## src/sv/sbpb_pkg.sv

```systemverilog
// types, constants and register codes for the spectrum bar and peak block
// no dependencies; used by every other file of the block
`timescale 1ns / 1ps

package sbpb_pkg;

  // field widths
  localparam int BAND_W  = 8;
  localparam int MAG_W   = 24;
  localparam int LVL_W   = 16;
  localparam int NEGL_W  = 21;
  localparam int MDB_W   = 16;
  localparam int PADDR_W = 5;
  localparam int PDATA_W = 32;
  localparam int CNT_IN_W = 9;

  // 6.0206 in Q3.13, the shift of the dB product and its saturation value
  localparam logic [15:0] DB_PER_LOG2 = 16'd49321;
  localparam int          DB_SHIFT    = 21;
  localparam logic [MDB_W-1:0] MDB_SAT = 16'd32768;

  // register reset values and band count limits
  localparam int          MIN_BANDS        = 4;
  localparam int          RST_BAND_COUNT   = 32;
  localparam logic [15:0] RST_DECAY        = 16'd51118;
  localparam logic [15:0] RST_FALL         = 16'd786;
  localparam logic [15:0] RST_FLOOR        = 16'hC400;
  localparam logic [15:0] RST_GAIN         = 16'd19065;
  localparam logic [15:0] RST_HIDE         = 16'd1311;

  typedef enum logic [2:0] {
    REG_BAND_COUNT = 3'd0,
    REG_DECAY      = 3'd1,
    REG_FALL       = 3'd2,
    REG_FLOOR      = 3'd3,
    REG_GAIN       = 3'd4,
    REG_HIDE       = 3'd5
  } reg_idx_e;

  typedef struct packed {
    logic [15:0]        decay_factor;
    logic [15:0]        peak_fall_step;
    logic signed [15:0] db_floor;
    logic [15:0]        db_gain;
    logic [15:0]        peak_hide_level;
  } cfg_t;

  // stage one: negated log2 in Q.16
  typedef struct packed {
    logic              valid;
    logic [BAND_W-1:0] band;
    logic              err;
    logic              zero;
    logic [NEGL_W-1:0] neg_l;
  } log_st_t;

  // stage two: magnitude of the dB value in Q8.8
  typedef struct packed {
    logic              valid;
    logic [BAND_W-1:0] band;
    logic              err;
    logic              zero;
    logic [MDB_W-1:0]  mag_db;
  } db_st_t;

  // stage three: dB above floor, clipped at zero
  typedef struct packed {
    logic              valid;
    logic [BAND_W-1:0] band;
    logic              err;
    logic [15:0]       dpos;
  } dist_st_t;

  // stage four: normalised level
  typedef struct packed {
    logic              valid;
    logic [BAND_W-1:0] band;
    logic              err;
    logic [LVL_W-1:0]  level;
  } lvl_st_t;

  typedef struct packed {
    logic [BAND_W-1:0] band_echo;
    logic [LVL_W-1:0]  bar_level;
    logic [LVL_W-1:0]  peak_level;
    logic              peak_visible;
    logic              index_error;
  } res_t;

endpackage

```

## src/sv/sbpb_level.sv

```systemverilog
// stages three and four: dB above floor, then gain into a clamped Q0.16 level
// depends on sbpb_pkg; advances on the shared pipeline enable
`timescale 1ns / 1ps

module sbpb_level (
  input  logic                           clk_i,
  input  logic                           rst_ni,
  input  logic                           en_i,
  input  sbpb_pkg::cfg_t                 cfg_i,
  input  sbpb_pkg::db_st_t               st_i,
  output logic [sbpb_pkg::BAND_W-1:0]    s3_band_o,
  output sbpb_pkg::lvl_st_t              st_o
);

  sbpb_pkg::dist_st_t  s3_d, s3_q;
  sbpb_pkg::lvl_st_t   s4_d, s4_q;
  logic signed [17:0]  above;
  logic [31:0]         prod;
  logic [19:0]         scaled;

  // distance above the floor; a zero magnitude sits on the floor
  always_comb begin
    above = 18'sd0 - $signed({2'b00, st_i.mag_db})
          - $signed({{2{cfg_i.db_floor[15]}}, cfg_i.db_floor});
    s3_d.valid = st_i.valid;
    s3_d.band  = st_i.band;
    s3_d.err   = st_i.err;
    if (st_i.zero || (above <= 18'sd0)) begin
      s3_d.dpos = '0;
    end else begin
      s3_d.dpos = above[15:0];
    end
  end

  always_ff @(posedge clk_i or negedge rst_ni) begin
    if (!rst_ni) begin
      s3_q <= '0;
    end else if (en_i) begin
      s3_q <= s3_d;
    end
  end

  // gain in Q4.12, saturate to full scale
  always_comb begin
    prod   = 32'(s3_q.dpos) * 32'(cfg_i.db_gain);
    scaled = prod[31:12];
    s4_d.valid = s3_q.valid;
    s4_d.band  = s3_q.band;
    s4_d.err   = s3_q.err;
    s4_d.level = (|scaled[19:16]) ? 16'hFFFF : scaled[15:0];
  end

  always_ff @(posedge clk_i or negedge rst_ni) begin
    if (!rst_ni) begin
      s4_q <= '0;
    end else if (en_i) begin
      s4_q <= s4_d;
    end
  end

  assign s3_band_o = s3_q.band;
  assign st_o      = s4_q;

endmodule

```

## config.mk

```make
export PLATFORM = sky130hd
export DESIGN_NAME = sbpb_level
export DESIGN_NICKNAME = d
export VERILOG_FILES = /design/src/sv/sbpb_pkg.sv /design/src/sv/sbpb_level.sv
export SDC_FILE = /design/constraint.sdc
export NUM_CORES = 1
export LEC_CHECK = 0
export ABC_AREA = 1
export BUFFER_PORTS_ARGS = -buffer_cell sky130_fd_sc_hd__buf_2
export CORE_UTILIZATION = 45
export DETAILED_ROUTE_END_ITERATION = 7
export PLACE_DENSITY = 0.69
export SLEW_MARGIN = 10
export SYNTH_ARGS = -nofsm -noshare
export SYNTH_HDL_FRONTEND = slang
export SYNTH_SLANG_ARGS = --single-unit
```

## constraint.sdc

```tcl
create_clock -name clk_i -period 16.1 [get_ports clk_i]
set_input_delay 3.22 -clock clk_i [delete_from_list [all_inputs] [get_ports clk_i]]
set_output_delay 3.22 -clock clk_i [all_outputs]
set_load 0.05 [all_outputs]
```

==> metrics.yaml <==
layout.cells.non_filler: 2200
synth_top_family_by_area: "adder cells"
hold_viol_final: 0
start_kind: "primary input"
layout_min_cycle_time_ns: 8.87
drive_gt1_share_pct: 8.18
ir_drop_mv: 0.0901
hold_start: "st_o[25]"
powerDensity_nw_per_um2: 108
final_antenna_net_count: 0
grt_max_degree: 64
antenna_found_initial: 0
port_buffers: 95
rr_endpoint: "st_o[4]"
synthTopCellsByArea: "fa_1, nand2_1, inv_1, ha_1, dfrtp_1"
synth-adder-area-share_pct: 42.2
cp_num_buf_inv: 4
ys_async_sr_fraction_pct: 100
syn_area_per_cell_um2: 7.09
fin_area_um2: 13500
placed_cell_area_um2: 13400
grt_pass1_vias: 10797
die_w_um: 170
cpMaxStageDelayCell: "fa_1"
cts_inserted_buffers: 5
cp-end-kind: "flop"
postCtsHoldBufs: 0
antenna_cells: 0
holdPathEnd: "st_o[25]"
yosysTopAreaCell: "fa_1"
place.gp.congestion: 0.919
drtIter0Drc: 494
crit_chain: "buf_2, nand2_1, fa_1, inv_1, fa_1, fa_1, fa_1, fa_1, inv_1, fa_1, inv_1, ha_1, a21oi_1, o21ai_0, a21oi_1, nor2_1, nor2_1, nand2_1, nand2_1, nand3_2, nor2_4, a21oi_1"
hp-class: "reg -> reg"
synthesis.area_um2: 12700
cts_setup_buffers: 0
cts-htree-levels: 2
synth_mux_area_share_pct: 0
crit_top_cell: "fa_1"
die-area_um2: 29000
ys_ff_latch: 52
setup_viol: 0
synth_edf_count: 0
grt-ovfl-total: 0
grt_pass1_wl_mm: 51.4
worstPathMaxFanout: 16
yosysWarnings: 0
reg2reg_depth: 23
core-area_um2: 27800
grt_usage_pct: 22.0
cts-root-buf: "clkbuf_16"
maxCapViolCount: 0
outcome: "finished clean"
syn-num-nets: 2219
fmax_mhz: 113
tritoncts: "yes"
fin_nets: 2244
insertion_delay_ns: 0.29
slew-limit-headroom_pct: 35.1
slew_viol_final: 0
drc: 0
dp_cells: 2192
fp-row-count: 61
clock-sinks: 52
ys_seq_area_share_pct: 10.2
synth.distinct_cells: 36
power.leakage_nw: 8.33
slowest_delay_ns: 0.58
worstSetupPathType: "in -> reg"
synthXorXnorAreaFrac_pct: 2.00
fin_setup_tns_ns: 0
reg2reg_slack_ns: 9.58
yosysTopAreaCellShare_pct: 30.5
fin_skew_ns: 0.0112
ys_dominant_reg_cell: "dfrtp_1"
ios: 144
wl_mm: 29.4
viasPerCell: 4.81
drt-wirelength-per-cell_um: 13.4
fin_crit_sh_pct: 55.1
initial_utilization_pct: 45.8
worstPathRequired_ns: 16.25
synth-compound-area-share_pct: 4.94
worst_slew_pin_slew_ns: 0.972
clk_path_buf_depth: 2
arrival_ns: 9.02
rsz0062_at_grt: "false"
die_h_um: 170
dpl.hpwl_mm: 24.4
post_cts_resized: 0
vias: 10571
clkSlewWorstSetupHoldPaths_ns: 0.07
syn_inst: 1796
syn_to_final_growth_pct: 6.37
synth-simple-area-share_pct: 23.7
r2r_start: "s3_q[11]"
firstDrtPassIters: 5
holdPathStages: 2
critical-path-top-delay-family: "adder cells"
-- state kept, by name (all words and copies together) (netlist names) --
signal / count
s3_band_o: 8
st_o: 26
s3_q: 18
-- cells in the mapped netlist, types with 3 or more instances --
library cell / n
a21o_1: 4
a21oi_1: 51
a21oi_2: 13
buf_4: 9
clkbuf_1: 70
dfrtp_1: 52
fa_1: 194
ha_1: 119
inv_1: 476
nand2_1: 515
nand2_2: 10
nand3_1: 61
nand3_2: 7
nand3b_1: 8
nand4_1: 7
nor2_1: 99
nor3_1: 9
nor4_1: 3
o21ai_0: 30
o21bai_1: 6
or2_2: 3
xnor2_1: 6
xor2_1: 23
-- worst reg2reg max path: stages (launching register included) --
cell and delay [ns]:
dfrtp_1 0.94, nand2_1 0.19, fa_1 0.56, fa_1 0.51, fa_1 0.51, inv_1 0.05, fa_1 0.52, fa_1 0.50
inv_1 0.05, fa_1 0.50, inv_1 0.05, ha_1 0.39, nand2_2 0.12, nor2_1 0.23, and3_1 0.19, nand2_1 0.06
nand2_2 0.12, nand2_1 0.10, nand2_1 0.08, nand2_1 0.06, nand2_2 0.07, nand3_2 0.09, nor2_4 0.36, a21oi_1 0.14
-- final cells by class --
| type | count | area [µm²] |
|---|---|---|
| clock inverters | 2 | 38.8 |
| flip-flops and latches | 52 | 1300 |
| repair buffers | 101 | 523 |
| well taps | 378 | 473 |
| multi-input cells | 1184 | 9270 |
| clock buffers | 6 | 139 |
| inverters | 477 | 1790 |
| fillers | 2789 | 14200 |
-- report_power, final --
group          total, mW  switching, mW  internal [mW]
Clock              0.125         0.0475         0.0779
Combinational       1.14          0.745          0.393
Sequential         0.196         0.0370          0.159
Total               1.46          0.829          0.629
-- worst max-delay path by stage --
stage                    to  startpoint  cells past startpoint
floorplan           st_o[0]   cfg_i[23]                     28
global placement    st_o[3]   cfg_i[23]                     22
detailed placement  st_o[3]   cfg_i[23]                     22
CTS                 st_o[4]   cfg_i[23]                     22
global route        st_o[4]   cfg_i[23]                     24
finish              st_o[4]   cfg_i[23]                     22
-- layer usage --
metal | routed length, µm | global-route usage [%]
met1 | 13700 | 31.0
met3 | 1500 | 2.33
met2 | 13800 | 36.8
met4 | 381 | 3.84
met5 | 0 | 0
-- metrics by stage --
stage / power [mW] / hold slack [ns] / utilization [%] / setup slack [ns]
global placement: 1.31 / 0.451 / 48.1 / 7.03
detailed placement: 1.32 / 0.458 / 48.1 / 6.96
floorplan: 1.03 / 0.442 / - / 7.51
global route: 1.63 / 0.496 / 48.7 / 6.88
CTS: 1.46 / 0.474 / 48.7 / 7.24
finish: 1.46 / 0.472 / 48.7 / 7.23
-- placed cells by master (no fill, tap or decap), types with 8 or more instances in the layout --
cell	n
a21oi_1	51
a21oi_2	13
buf_2	94
dfrtp_1	52
fa_1	194
ha_1	119
inv_1	476
nand2_1	515
nand2_2	10
nand3_1	61
nand3b_1	8
nor2_1	99
nor3_1	9
o21ai_0	30
xor2_1	23
-- cell families after synthesis --
| family | count (synthesis) |
|---|---|
| buf+inv | 560 |
| simple gates | 733 |
| compound gates | 109 |
| flops | 52 |
| fa+ha+maj | 313 |
| xor+xnor | 29 |
(Power assumes the default switching activity.)
