**config.mk**
```make
export PLATFORM = sky130hd
export DESIGN_NAME = sbpb_log_db
export DESIGN_NICKNAME = d
export VERILOG_FILES = /design/src/sv/sbpb_pkg.sv /design/src/sv/sbpb_log_db.sv
export SDC_FILE = /design/constraint.sdc
export NUM_CORES = 1
export LEC_CHECK = 0
export ABC_AREA = 1
export BUFFER_PORTS_ARGS = -buffer_cell sky130_fd_sc_hd__buf_2
export CAP_MARGIN = 20
export CORE_MARGIN = 2
export CORE_UTILIZATION = 63
export CTS_CLUSTER_SIZE = 28
export DETAILED_ROUTE_END_ITERATION = 8
export PLACE_DENSITY = 0.86
export SKIP_LAST_GASP = 1
export SYNTH_ARGS = -nofsm -noshare
export SYNTH_HDL_FRONTEND = slang
export SYNTH_SLANG_ARGS = --single-unit
```
**constraint.sdc**
```tcl
create_clock -name clk_i -period 7.7 [get_ports clk_i]
set_clock_uncertainty 0.2 [all_clocks]
set_input_delay 1.54 -clock clk_i [delete_from_list [all_inputs] [get_ports clk_i]]
set_output_delay 1.54 -clock clk_i [all_outputs]
set_load 0.02 [all_outputs]
```
**src/sv/sbpb_pkg.sv**
```systemverilog
// types, constants and register codes for the spectrum bar and peak block
// no dependencies; used by every other file of the block
`timescale 1ns / 1ps

package sbpb_pkg;

  // field widths
  localparam int BAND_W  = 8;
  localparam int MAG_W   = 24;
  localparam int LVL_W   = 16;
  localparam int NEGL_W  = 21;
  localparam int MDB_W   = 16;
  localparam int PADDR_W = 5;
  localparam int PDATA_W = 32;
  localparam int CNT_IN_W = 9;

  // 6.0206 in Q3.13, the shift of the dB product and its saturation value
  localparam logic [15:0] DB_PER_LOG2 = 16'd49321;
  localparam int          DB_SHIFT    = 21;
  localparam logic [MDB_W-1:0] MDB_SAT = 16'd32768;

  // register reset values and band count limits
  localparam int          MIN_BANDS        = 4;
  localparam int          RST_BAND_COUNT   = 32;
  localparam logic [15:0] RST_DECAY        = 16'd51118;
  localparam logic [15:0] RST_FALL         = 16'd786;
  localparam logic [15:0] RST_FLOOR        = 16'hC400;
  localparam logic [15:0] RST_GAIN         = 16'd19065;
  localparam logic [15:0] RST_HIDE         = 16'd1311;

  typedef enum logic [2:0] {
    REG_BAND_COUNT = 3'd0,
    REG_DECAY      = 3'd1,
    REG_FALL       = 3'd2,
    REG_FLOOR      = 3'd3,
    REG_GAIN       = 3'd4,
    REG_HIDE       = 3'd5
  } reg_idx_e;

  typedef struct packed {
    logic [15:0]        decay_factor;
    logic [15:0]        peak_fall_step;
    logic signed [15:0] db_floor;
    logic [15:0]        db_gain;
    logic [15:0]        peak_hide_level;
  } cfg_t;

  // stage one: negated log2 in Q.16
  typedef struct packed {
    logic              valid;
    logic [BAND_W-1:0] band;
    logic              err;
    logic              zero;
    logic [NEGL_W-1:0] neg_l;
  } log_st_t;

  // stage two: magnitude of the dB value in Q8.8
  typedef struct packed {
    logic              valid;
    logic [BAND_W-1:0] band;
    logic              err;
    logic              zero;
    logic [MDB_W-1:0]  mag_db;
  } db_st_t;

  // stage three: dB above floor, clipped at zero
  typedef struct packed {
    logic              valid;
    logic [BAND_W-1:0] band;
    logic              err;
    logic [15:0]       dpos;
  } dist_st_t;

  // stage four: normalised level
  typedef struct packed {
    logic              valid;
    logic [BAND_W-1:0] band;
    logic              err;
    logic [LVL_W-1:0]  level;
  } lvl_st_t;

  typedef struct packed {
    logic [BAND_W-1:0] band_echo;
    logic [LVL_W-1:0]  bar_level;
    logic [LVL_W-1:0]  peak_level;
    logic              peak_visible;
    logic              index_error;
  } res_t;

endpackage

```
**src/sv/sbpb_log_db.sv**
```systemverilog
// stages one and two: mitchell log2 of the magnitude, then scaling to dB
// depends on sbpb_pkg; advances on the shared pipeline enable
`timescale 1ns / 1ps

module sbpb_log_db (
  input  logic                           clk_i,
  input  logic                           rst_ni,
  input  logic                           en_i,
  input  logic                           valid_i,
  input  logic [sbpb_pkg::BAND_W-1:0]    band_i,
  input  logic [sbpb_pkg::MAG_W-1:0]     magnitude_i,
  input  logic                           err_i,
  output sbpb_pkg::db_st_t               st_o
);

  localparam int PROD_W = sbpb_pkg::NEGL_W + 16;

  sbpb_pkg::log_st_t  s1_d, s1_q;
  sbpb_pkg::db_st_t   s2_d, s2_q;
  logic [4:0]                      k;
  logic [sbpb_pkg::MAG_W-1:0]      mnorm;
  logic [PROD_W-1:0]               prod;
  logic [PROD_W-1:0]               rounded;
  logic [sbpb_pkg::MDB_W-1:0]      mdb;

  // top set bit, normalise, fraction below the leading one
  always_comb begin
    k = '0;
    for (int i = 0; i < sbpb_pkg::MAG_W; i++) begin
      if (magnitude_i[i]) begin
        k = 5'(i);
      end
    end
    mnorm      = magnitude_i << (5'd23 - k);
    s1_d.valid = valid_i;
    s1_d.band  = band_i;
    s1_d.err   = err_i;
    s1_d.zero  = (magnitude_i == '0);
    s1_d.neg_l = {5'd24 - k, 16'd0} - {5'd0, mnorm[22:7]};
  end

  always_ff @(posedge clk_i or negedge rst_ni) begin
    if (!rst_ni) begin
      s1_q <= '0;
    end else if (en_i) begin
      s1_q <= s1_d;
    end
  end

  // times 6.0206, round half up, saturate
  always_comb begin
    prod    = PROD_W'(s1_q.neg_l) * PROD_W'(sbpb_pkg::DB_PER_LOG2);
    rounded = prod + (PROD_W'(1) << (sbpb_pkg::DB_SHIFT - 1));
    mdb     = rounded[sbpb_pkg::DB_SHIFT +: sbpb_pkg::MDB_W];
    s2_d.valid  = s1_q.valid;
    s2_d.band   = s1_q.band;
    s2_d.err    = s1_q.err;
    s2_d.zero   = s1_q.zero;
    s2_d.mag_db = (mdb > sbpb_pkg::MDB_SAT) ? sbpb_pkg::MDB_SAT : mdb;
  end

  always_ff @(posedge clk_i or negedge rst_ni) begin
    if (!rst_ni) begin
      s2_q <= '0;
    end else if (en_i) begin
      s2_q <= s2_d;
    end
  end

  assign st_o = s2_q;

endmodule

```
==> results by stage <==
Synthesis:
- The portion of the post-synthesis area used by sequential elements is 0.164.
- The netlist area before placement is 0.00901 mm².
- The synthesized design contains 59 register bits.
- The share of synthesized area in the top cell type comes to 0.257.
- The Yosys step of the flow raised 0 warnings.
- In the synthesized netlist, the number of instances is 1,200.
- The proportion of register bits with asynchronous set or reset after synthesis is 1.00.
- Counting every net in the synthesized netlist gives 1,476.
- Summed over all instances, the cell type with the most area after synthesis is ha_1.
- The per-instance average area after synthesis is 7.51 µm².
- The primary flip-flop cell chosen by synthesis mapping is dfrtp_1.
- Counting distinct cell types in the post-synthesis netlist gives 46.
- Yosys attributes the largest share of cell area to ha_1 26%, dfrtp_1 16%, fa_1 12%.
- The number of enable-type register cells in the synthesized netlist is 0.

Place:
- The HPWL after detailed placement is 17,300 µm.
- The number of I/O port buffers is 63.
- The congestion estimate from routability-driven global placement came to 0.970.

Finish:
- The antenna diode count is 0.
- The library cells used most frequently in the layout, excluding fill and tap cells, are 287 x nand2_1, 186 x inv_1, 185 x ha_1, 138 x nand3_1, 67 x nor2_1.
- For this run, the post-layout net count is 1,526.
- In the final layout, the share of cells above drive strength 1 is 0.104.
- Leaving out fill and tap cells, the most frequent cell in the layout is nand2_1.
- Relative to the synthesized area, the layout overhead comes to 8.35%.

Floorplan:
- The area inside the core boundary is 0.0139 mm².
- The I/O pin total is 64.
- The floorplan step defined a die boundary enclosing 0.0153 mm².
- Measured along the x axis, the die boundary spans 124 µm.
- From bottom edge to top edge, the die measures 124 µm.
- The row count is 43.
- The effective utilization at floorplan is 0.646.

Critical path:
- The largest individual stage delay along the critical path comes from the cell fa_1.
- The register-to-register path setup slack is 1.24 ns.
- The worst endpoint required time is 7.77 ns.
- The worst setup path is launched from a flip-flop.
- Data on the critical path arrives at its endpoint at 6.53 ns.
- Of all nets on the critical path, the largest fanout is 13.
- The delay contributed by the slowest stage of the critical path is 0.54 ns.
- The category of the most critical setup path is flip-flop to flip-flop.
- STA classifies the critical path endpoint as a flip-flop.
- The cell repeated most along the worst path is nand2_1.

CTS:
- For this design, the CTS-stage hold fixing added 0 buffers.
- The clock transition at the registers of the reported paths is 0.06 ns.
- Once the clock tree was built, the setup fixing pass inserted 0 buffers.
- The number of clock buffers added by TritonCTS is 9.
- The clock tree synthesis step divided the H-tree into 3 levels.
- Clock latency on the worst-skew pair, taken at its later pin, is 0.33 ns.
- Gates resized during post-CTS repair numbered 0.
- The maximum number of buffers from clock root to sink is 2.
- The total clock sinks is 59.
- CTS placed an instance of clkbuf_16 at the clock tree root.
- TritonCTS built the clock tree.

STA:
- In the finished design, the share of the clock period the worst path needs comes to 0.838.
- The pin slew with the least headroom to its limit is 0.854 ns.
- Setup repair after global routing left no endpoint under its margin.
- The setup violation total in the final timing report is 0.
- The number of hold violations in the final report is 0.
- The post-route setup TNS is 0 ns.
- The number of max-slew violations in the final report is 0.
- Measured against its own limit, the worst slew margin works out to 0.431.
- On the final layout, the worst hold slack is 0.264 ns.
- The highest clock frequency the design can meet is 155 MHz.
- The worst path in the final design needs a cycle of 6.46 ns, including I/O delays and setup.

Drt:
- The total vias in the final route is 8,023.
- Using the TritonRoute via totals, the vias-per-cell ratio works out to 5.59.
- In this run the remaining antenna-violating nets after routing total 0.
- For this run, design rule violations remaining after detail routing come to 0.
- The total detailed-routing wirelength is 21,500 µm.
- The number of optimization iterations in the first detailed-route pass is 5.
- The detailed-route wire length per cell is 15.0 µm.
- The number of DRC markers after the initial detailed-route iteration is 524.

Global routing:
- The number of global-route vias before repair is 7,576.
- Entering global routing, the biggest net connects 73 pins.
- Across every metal layer, demand over resource in global routing totals 0.298.
- The first global-routing pass estimated 35,900 µm of wire.
- The leftover overflow at the end of global routing is 0.
- The number of antenna violations at the first check in global routing is 0.

Hold path:
- The type of the worst min-delay path is flip-flop to flip-flop.

Run status:
- The run finished with clean final reports.

Run:
- The tool flagged a number of max-cap violations equal to 0.
## registers in the layout, indices dropped and copies added (netlist names)
signal  flops
st_o       27
s1_q       32
## metrics by stage
step	area (µm²)	cells	setup WS, ns	util
after floorplan	9010	1200	1.83	-
after global placement	9410	1418	1.49	0.676
after detailed placement	9410	1418	1.32	0.676
after CTS	9740	1434	1.27	0.699
after global routing	9760	1435	0.590	0.700
final	9760	1435	1.24	0.700
## worst paths after layout
check	start	cells past startpoint	to
max in group asynchronous	rst_ni	2	st_o[23]
setup / recovery	s1_q[4]	27	st_o[1]
hold / removal	st_o[26]	2	st_o[26]
setup reg to reg	s1_q[4]	27	st_o[1]
min in group asynchronous	rst_ni	2	st_o[1]
hold reg to reg	st_o[26]	2	st_o[26]
## logic make-up (layout without fill, tap and decap cells)
group / count (synthesis) / after routing / synth area share
xor gates and xnor gates: 24 / 24 / 0.0233
DFF: 59 / 59 / 0.164
buffers and inverters: 222 / 277 / 0.0986
AOI/OAI and AO/OA: 94 / 94 / 0.0621
and+or+nand+nor: 562 / 562 / 0.275
adders and majority gates: 239 / 239 / 0.377
## synthesized netlist by cell type, types with 3 or more instances
master	number
nand3_1	138
a211oi_1	4
inv_2	7
nand4_1	16
buf_2	10
xor2_1	15
a21o_1	4
ha_1	185
nand2_2	19
nand3_2	4
inv_1	186
o21ai_0	23
dfrtp_1	59
xnor2_1	9
clkbuf_1	12
fa_1	54
a21oi_1	32
o21ai_1	8
nor4_1	4
nor2_1	67
a31oi_1	6
and2_1	3
nor3_1	10
buf_6	3
nand2_1	287
nor2_2	7
## worst max-delay path, delay by kind of cell, from the launching register on
family | cells | cell delay, ns
buf+inv | 4 | 0.20
compound gates | 5 | 0.92
xor+xnor | 1 | 0.35
fa+ha+maj | 7 | 3.00
flops | 1 | 0.46
simple gates | 10 | 1.28
## cell type report
cell class | instances | area [µm²]
Inverter | 193 | 724
Timing Repair Buffer | 68 | 365
Multi-Input combinational cell | 919 | 6640
Clock inverter | 7 | 100
Sequential cell | 59 | 1480
Clock buffer | 9 | 225
Tap cell | 180 | 225
Fill cell | 1145 | 4180
## metal layers
metal | share of wire | global-route usage
met4 | 0.022 | 0.0945
met2 | 0.49 | 0.505
met1 | 0.45 | 0.401
met5 | 0 | 0
met3 | 0.043 | 0.0298
Power is not shown: default switching activity piles up to over one toggle a cycle in this logic, so the estimate is an artifact.
