$ cat config.mk
export PLATFORM = sky130hd
export DESIGN_NAME = sbpb_cfg
export DESIGN_NICKNAME = d
export VERILOG_FILES = /design/src/sv/sbpb_pkg.sv /design/src/sv/sbpb_cfg.sv
export SDC_FILE = /design/constraint.sdc
export NUM_CORES = 1
export LEC_CHECK = 0
export BUFFER_PORTS_ARGS = -buffer_cell sky130_fd_sc_hd__buf_2
export CAP_MARGIN = 25
export CORE_MARGIN = 1.5
export CORE_UTILIZATION = 53
export DETAILED_ROUTE_END_ITERATION = 8
export MAX_ROUTING_LAYER = met4
export PLACE_DENSITY_LB_ADDON = 0.12
export SYNTH_ARGS = -nofsm -noshare
export SYNTH_HDL_FRONTEND = slang
export SYNTH_SLANG_ARGS = --single-unit
$ cat constraint.sdc
create_clock -name clk_i -period 4.78 [get_ports clk_i]
set_input_delay 1.434 -clock clk_i [delete_from_list [all_inputs] [get_ports clk_i]]
set_output_delay 1.434 -clock clk_i [all_outputs]
set_load 0.02 [all_outputs]
$ cat src/sv/sbpb_pkg.sv
// types, constants and register codes for the spectrum bar and peak block
// no dependencies; used by every other file of the block
`timescale 1ns / 1ps

package sbpb_pkg;

  // field widths
  localparam int BAND_W  = 8;
  localparam int MAG_W   = 24;
  localparam int LVL_W   = 16;
  localparam int NEGL_W  = 21;
  localparam int MDB_W   = 16;
  localparam int PADDR_W = 5;
  localparam int PDATA_W = 32;
  localparam int CNT_IN_W = 9;

  // 6.0206 in Q3.13, the shift of the dB product and its saturation value
  localparam logic [15:0] DB_PER_LOG2 = 16'd49321;
  localparam int          DB_SHIFT    = 21;
  localparam logic [MDB_W-1:0] MDB_SAT = 16'd32768;

  // register reset values and band count limits
  localparam int          MIN_BANDS        = 4;
  localparam int          RST_BAND_COUNT   = 32;
  localparam logic [15:0] RST_DECAY        = 16'd51118;
  localparam logic [15:0] RST_FALL         = 16'd786;
  localparam logic [15:0] RST_FLOOR        = 16'hC400;
  localparam logic [15:0] RST_GAIN         = 16'd19065;
  localparam logic [15:0] RST_HIDE         = 16'd1311;

  typedef enum logic [2:0] {
    REG_BAND_COUNT = 3'd0,
    REG_DECAY      = 3'd1,
    REG_FALL       = 3'd2,
    REG_FLOOR      = 3'd3,
    REG_GAIN       = 3'd4,
    REG_HIDE       = 3'd5
  } reg_idx_e;

  typedef struct packed {
    logic [15:0]        decay_factor;
    logic [15:0]        peak_fall_step;
    logic signed [15:0] db_floor;
    logic [15:0]        db_gain;
    logic [15:0]        peak_hide_level;
  } cfg_t;

  // stage one: negated log2 in Q.16
  typedef struct packed {
    logic              valid;
    logic [BAND_W-1:0] band;
    logic              err;
    logic              zero;
    logic [NEGL_W-1:0] neg_l;
  } log_st_t;

  // stage two: magnitude of the dB value in Q8.8
  typedef struct packed {
    logic              valid;
    logic [BAND_W-1:0] band;
    logic              err;
    logic              zero;
    logic [MDB_W-1:0]  mag_db;
  } db_st_t;

  // stage three: dB above floor, clipped at zero
  typedef struct packed {
    logic              valid;
    logic [BAND_W-1:0] band;
    logic              err;
    logic [15:0]       dpos;
  } dist_st_t;

  // stage four: normalised level
  typedef struct packed {
    logic              valid;
    logic [BAND_W-1:0] band;
    logic              err;
    logic [LVL_W-1:0]  level;
  } lvl_st_t;

  typedef struct packed {
    logic [BAND_W-1:0] band_echo;
    logic [LVL_W-1:0]  bar_level;
    logic [LVL_W-1:0]  peak_level;
    logic              peak_visible;
    logic              index_error;
  } res_t;

endpackage

$ cat src/sv/sbpb_cfg.sv
// apb register file: band count, decay, peak fall, dB floor, gain, hide level
// depends on sbpb_pkg; raises a clear pulse on every band count write
`timescale 1ns / 1ps

module sbpb_cfg #(
  parameter int MAX_BANDS = 256,
  parameter int CNT_W     = 9
) (
  input  logic                             clk_i,
  input  logic                             rst_ni,
  input  logic                             psel,
  input  logic                             penable,
  input  logic                             pwrite,
  input  logic [sbpb_pkg::PADDR_W-1:0]     paddr,
  input  logic [sbpb_pkg::PDATA_W-1:0]     pwdata,
  output logic [sbpb_pkg::PDATA_W-1:0]     prdata,
  output logic                             pready,
  output sbpb_pkg::cfg_t                   cfg_o,
  output logic [CNT_W-1:0]                 band_count_o,
  output logic                             clr_o
);

  localparam int CMP_W   = (CNT_W > sbpb_pkg::CNT_IN_W) ? CNT_W : sbpb_pkg::CNT_IN_W;
  localparam int CNT_RST = (MAX_BANDS < sbpb_pkg::RST_BAND_COUNT) ?
                           MAX_BANDS : sbpb_pkg::RST_BAND_COUNT;

  sbpb_pkg::cfg_t      cfg_q;
  logic [CNT_W-1:0]    count_q;
  logic [CMP_W-1:0]    count_wr;
  logic [CMP_W-1:0]    count_clamped;
  logic                wr_en;
  sbpb_pkg::reg_idx_e  idx;

  assign pready = 1'b1;
  assign wr_en  = psel && penable && pwrite;
  assign idx    = sbpb_pkg::reg_idx_e'(paddr[sbpb_pkg::PADDR_W-1:2]);

  // clamp a written band count into the supported range
  always_comb begin
    count_wr = CMP_W'(pwdata[sbpb_pkg::CNT_IN_W-1:0]);
    if (count_wr < CMP_W'(sbpb_pkg::MIN_BANDS)) begin
      count_clamped = CMP_W'(sbpb_pkg::MIN_BANDS);
    end else if (count_wr > CMP_W'(MAX_BANDS)) begin
      count_clamped = CMP_W'(MAX_BANDS);
    end else begin
      count_clamped = count_wr;
    end
  end

  // register writes
  always_ff @(posedge clk_i or negedge rst_ni) begin
    if (!rst_ni) begin
      count_q               <= CNT_W'(CNT_RST);
      cfg_q.decay_factor    <= sbpb_pkg::RST_DECAY;
      cfg_q.peak_fall_step  <= sbpb_pkg::RST_FALL;
      cfg_q.db_floor        <= signed'(sbpb_pkg::RST_FLOOR);
      cfg_q.db_gain         <= sbpb_pkg::RST_GAIN;
      cfg_q.peak_hide_level <= sbpb_pkg::RST_HIDE;
      clr_o                 <= 1'b0;
    end else begin
      clr_o <= 1'b0;
      if (wr_en) begin
        case (idx)
          sbpb_pkg::REG_BAND_COUNT: begin
            count_q <= CNT_W'(count_clamped);
            clr_o   <= 1'b1;
          end
          sbpb_pkg::REG_DECAY: cfg_q.decay_factor    <= pwdata[15:0];
          sbpb_pkg::REG_FALL:  cfg_q.peak_fall_step  <= pwdata[15:0];
          sbpb_pkg::REG_FLOOR: cfg_q.db_floor        <= signed'(pwdata[15:0]);
          sbpb_pkg::REG_GAIN:  cfg_q.db_gain         <= pwdata[15:0];
          sbpb_pkg::REG_HIDE:  cfg_q.peak_hide_level <= pwdata[15:0];
          default: ;
        endcase
      end
    end
  end

  // read back
  always_comb begin
    case (idx)
      sbpb_pkg::REG_BAND_COUNT: prdata = sbpb_pkg::PDATA_W'(count_q);
      sbpb_pkg::REG_DECAY:      prdata = {16'd0, cfg_q.decay_factor};
      sbpb_pkg::REG_FALL:       prdata = {16'd0, cfg_q.peak_fall_step};
      sbpb_pkg::REG_FLOOR:      prdata = {16'd0, cfg_q.db_floor};
      sbpb_pkg::REG_GAIN:       prdata = {16'd0, cfg_q.db_gain};
      sbpb_pkg::REG_HIDE:       prdata = {16'd0, cfg_q.peak_hide_level};
      default:                  prdata = '0;
    endcase
  end

  assign cfg_o        = cfg_q;
  assign band_count_o = count_q;

endmodule

==> reports/metrics.cfg <==
[global_routing]
overflow=0
grtUsageTotal=0.268
grt_max_degree=64
grt_pass1_wl_mm=17.2
antenna_found_initial=0
grt_pass1_vias=3147

[placement]
portBuffers=129
dp_hpwl_mm=7.79
routabilityCongestion=0.815

[drt]
drc=0
routedWlPerCell_um=19.5
drt-pass1-iter-count=4
drt_iter0_drc=163
routed-via-count=3206
antenna_left=0
wl_mm=11.1
vias_per_cell=5.66

[timing]
fmax_mhz=231
min_period_ps=4320
relSlewSlack=0.373
min_period_over_period=0.905
worst_pin_slew_ps=937
finalSetupViolations=0
fin_skew_ps=0
final_max_slew_viol_count=0
rsz0062_at_grt=no
setup_tns_ps=0
hold_violations=0

[synthesis]
ys_warn_count=0
synth_ff_type=dfrtp_1
synth_cells=327
syn_avg_cell_area_sq_um=13.4
yosysTopAreaCellShare=0.326
synth-edff-count=0
yosys-top-cells-area=dfrtp_1 33%, mux2_2 23%, dfstp_2 20%
yosysSeqAreaShare=0.524
yosys_register_bits=90
async_flop_share=1.00
synth_top_area_cell=dfrtp_1
syn_area_sq_um=4380
synthDistinctLibCells=37

[worst_setup_path]
reg2regPathDepth=2
cp-start-kind=input pin
reg2reg_to=band_count_o[5]
crit_type=in2out
cp_max_fo=18
startpoint=paddr[2]
required_ps=3350
r2r_setup_slack_ps=3860
cp-endpoint=prdata[12]
cp_data_arrival_time_ps=2890
worstReg2RegStart=band_count_o[5]
end_kind=primary output

[floorplan]
die-area_sq_um=8810
dieWidth_um=93.9
io_pins=165
num_rows=32
die_h_um=93.9
start_util=0.558
coreArea_sq_um=7850

[power]
pwr-share-clk=0.248
finalPower_w=0.00234
cellInternalPower_w=0.00154
p_sw_frac=0.341
powerDensity_nw_per_um2=439
seqPwrFrac=0.451
p_leak_nw=2.64
p_comb_frac=0.301
ir_drop_mv=0.251
switchingPower_w=0.000798

[cells_and_area]
drive_above_1_share=0.634
final_core_util=0.679
antennaDiodeCount=0
nets=501
syn_to_final_growth_pct=21.7

[clock_tree]
ctsResizeCount=0
cts_sinks=90
cts_tree=yes
cts_inserted_buffers=9
cts.path.max_buffers=2
insertion_delay_ps=340
postCtsSetupRepairBufs=0
cts_root_buf=clkbuf_8
path_clk_slew_ps=90
htree_num_levels=3
cts_hold_buf=0

[status]
outcome=finished clean

[flow_run]
max_cap_violations=0

[hold_path]
holdCritPathClass=reg2reg
hold_start=cfg_o[50]

==> cell type report <==
cell class / instances / area (sq um)
clock inverter: 6 / 90.1
multi-input combinational: 211 / 1890
clock buffer: 10 / 138
fill: 620 / 2520
inverter: 6 / 22.5
sequential: 90 / 2290
tap: 102 / 128
timing repair buffer: 141 / 763
==> power by group through the flow <==
stage	registers [W]	logic [W]	clock network, W
finish	0.00106	0.000704	0.000581
global route	0.00108	0.000753	0.000623
CTS	0.00106	0.000711	0.000594
detailed placement	0.00107	0.000709	0
global placement	0.00106	0.000693	0
floorplan	0.00123	0.000283	0
==> critical path: stages <==
cell and delay [ps]:
buf_2 440, buf_12 220, mux2_2 330, a22oi_1 180
o22ai_1 110, buf_2 170
==> metal layers <==
| layer | wire length [um] | up-vias | GRT usage |
|---|---|---|---|
| met1 | 4900 | 1629 | 0.363 |
| met3 | 653 | 13 | 0.0485 |
| met4 | 121 | 0 | 0.0883 |
| met5 | 0 | - | - |
| li1 | - | 1438 | - |
| met2 | 5380 | 126 | 0.412 |
==> cell usage after synthesis, types with 5 or more instances <==
cell and n:
a31o_2 5, buf_2 11, nor2_1 8, a22oi_1 7
a21boi_0 5, o21ai_0 6, buf_4 21, mux2_2 90
o22ai_1 8, dfstp_2 33, a221o_1 5, inv_1 5
nand3_1 7, mux2i_1 24, dfrtp_1 57
==> cell usage in the layout (no fill, tap or decap), drive strengths merged, types with 3 or more instances in the layout <==
| cell type | Yosys | final |
|---|---|---|
| a21oi | 3 | 3 |
| dfrtp | 57 | 57 |
| clkinv | 0 | 3 |
| a221o | 5 | 5 |
| o22ai | 8 | 8 |
| o21ai | 6 | 6 |
| conb | 2 | 17 |
| dfstp | 33 | 33 |
| a31o | 5 | 5 |
| nand3 | 7 | 7 |
| nand2 | 3 | 3 |
| a22oi | 7 | 7 |
| nor2 | 12 | 12 |
| clkbuf | 3 | 10 |
| mux2 | 90 | 90 |
| buf | 32 | 141 |
| inv | 6 | 6 |
| a21boi | 5 | 5 |
| mux2i | 24 | 24 |
==> cell families after synthesis <==
family                 synth area share
muxes                             0.292
DFF                               0.524
AOI/OAI and AO/OA                0.0786
buffers and inverters            0.0566
and+or+nand+nor                  0.0477
other                           0.00172
==> stage by stage <==
step	hold WS, ps	cells	cell area, sq um	setup slack (ps)
after floorplan	611	342	4430	637
after global placement	511	550	5100	472
after detailed placement	515	550	5100	451
after CTS	537	566	5330	453
after global routing	556	566	5330	356
final	536	566	5330	456
==> worst min-delay path by stage <==
stage | to | slack (ps) | cells past startpoint
after floorplan | band_count_o[0] | 610 | 1
final | cfg_o[50] | 540 | 1
after CTS | band_count_o[0] | 540 | 1
after global placement | cfg_o[50] | 510 | 1
after detailed placement | band_count_o[0] | 520 | 1
after global routing | cfg_o[11] | 560 | 1
==> state kept, by name, indices dropped and copies added (netlist names) <==
signal / count
cfg_o: 80
band_count_o: 9
clr_o: 1
No activity file was read; power rests on OpenSTA's default activity.
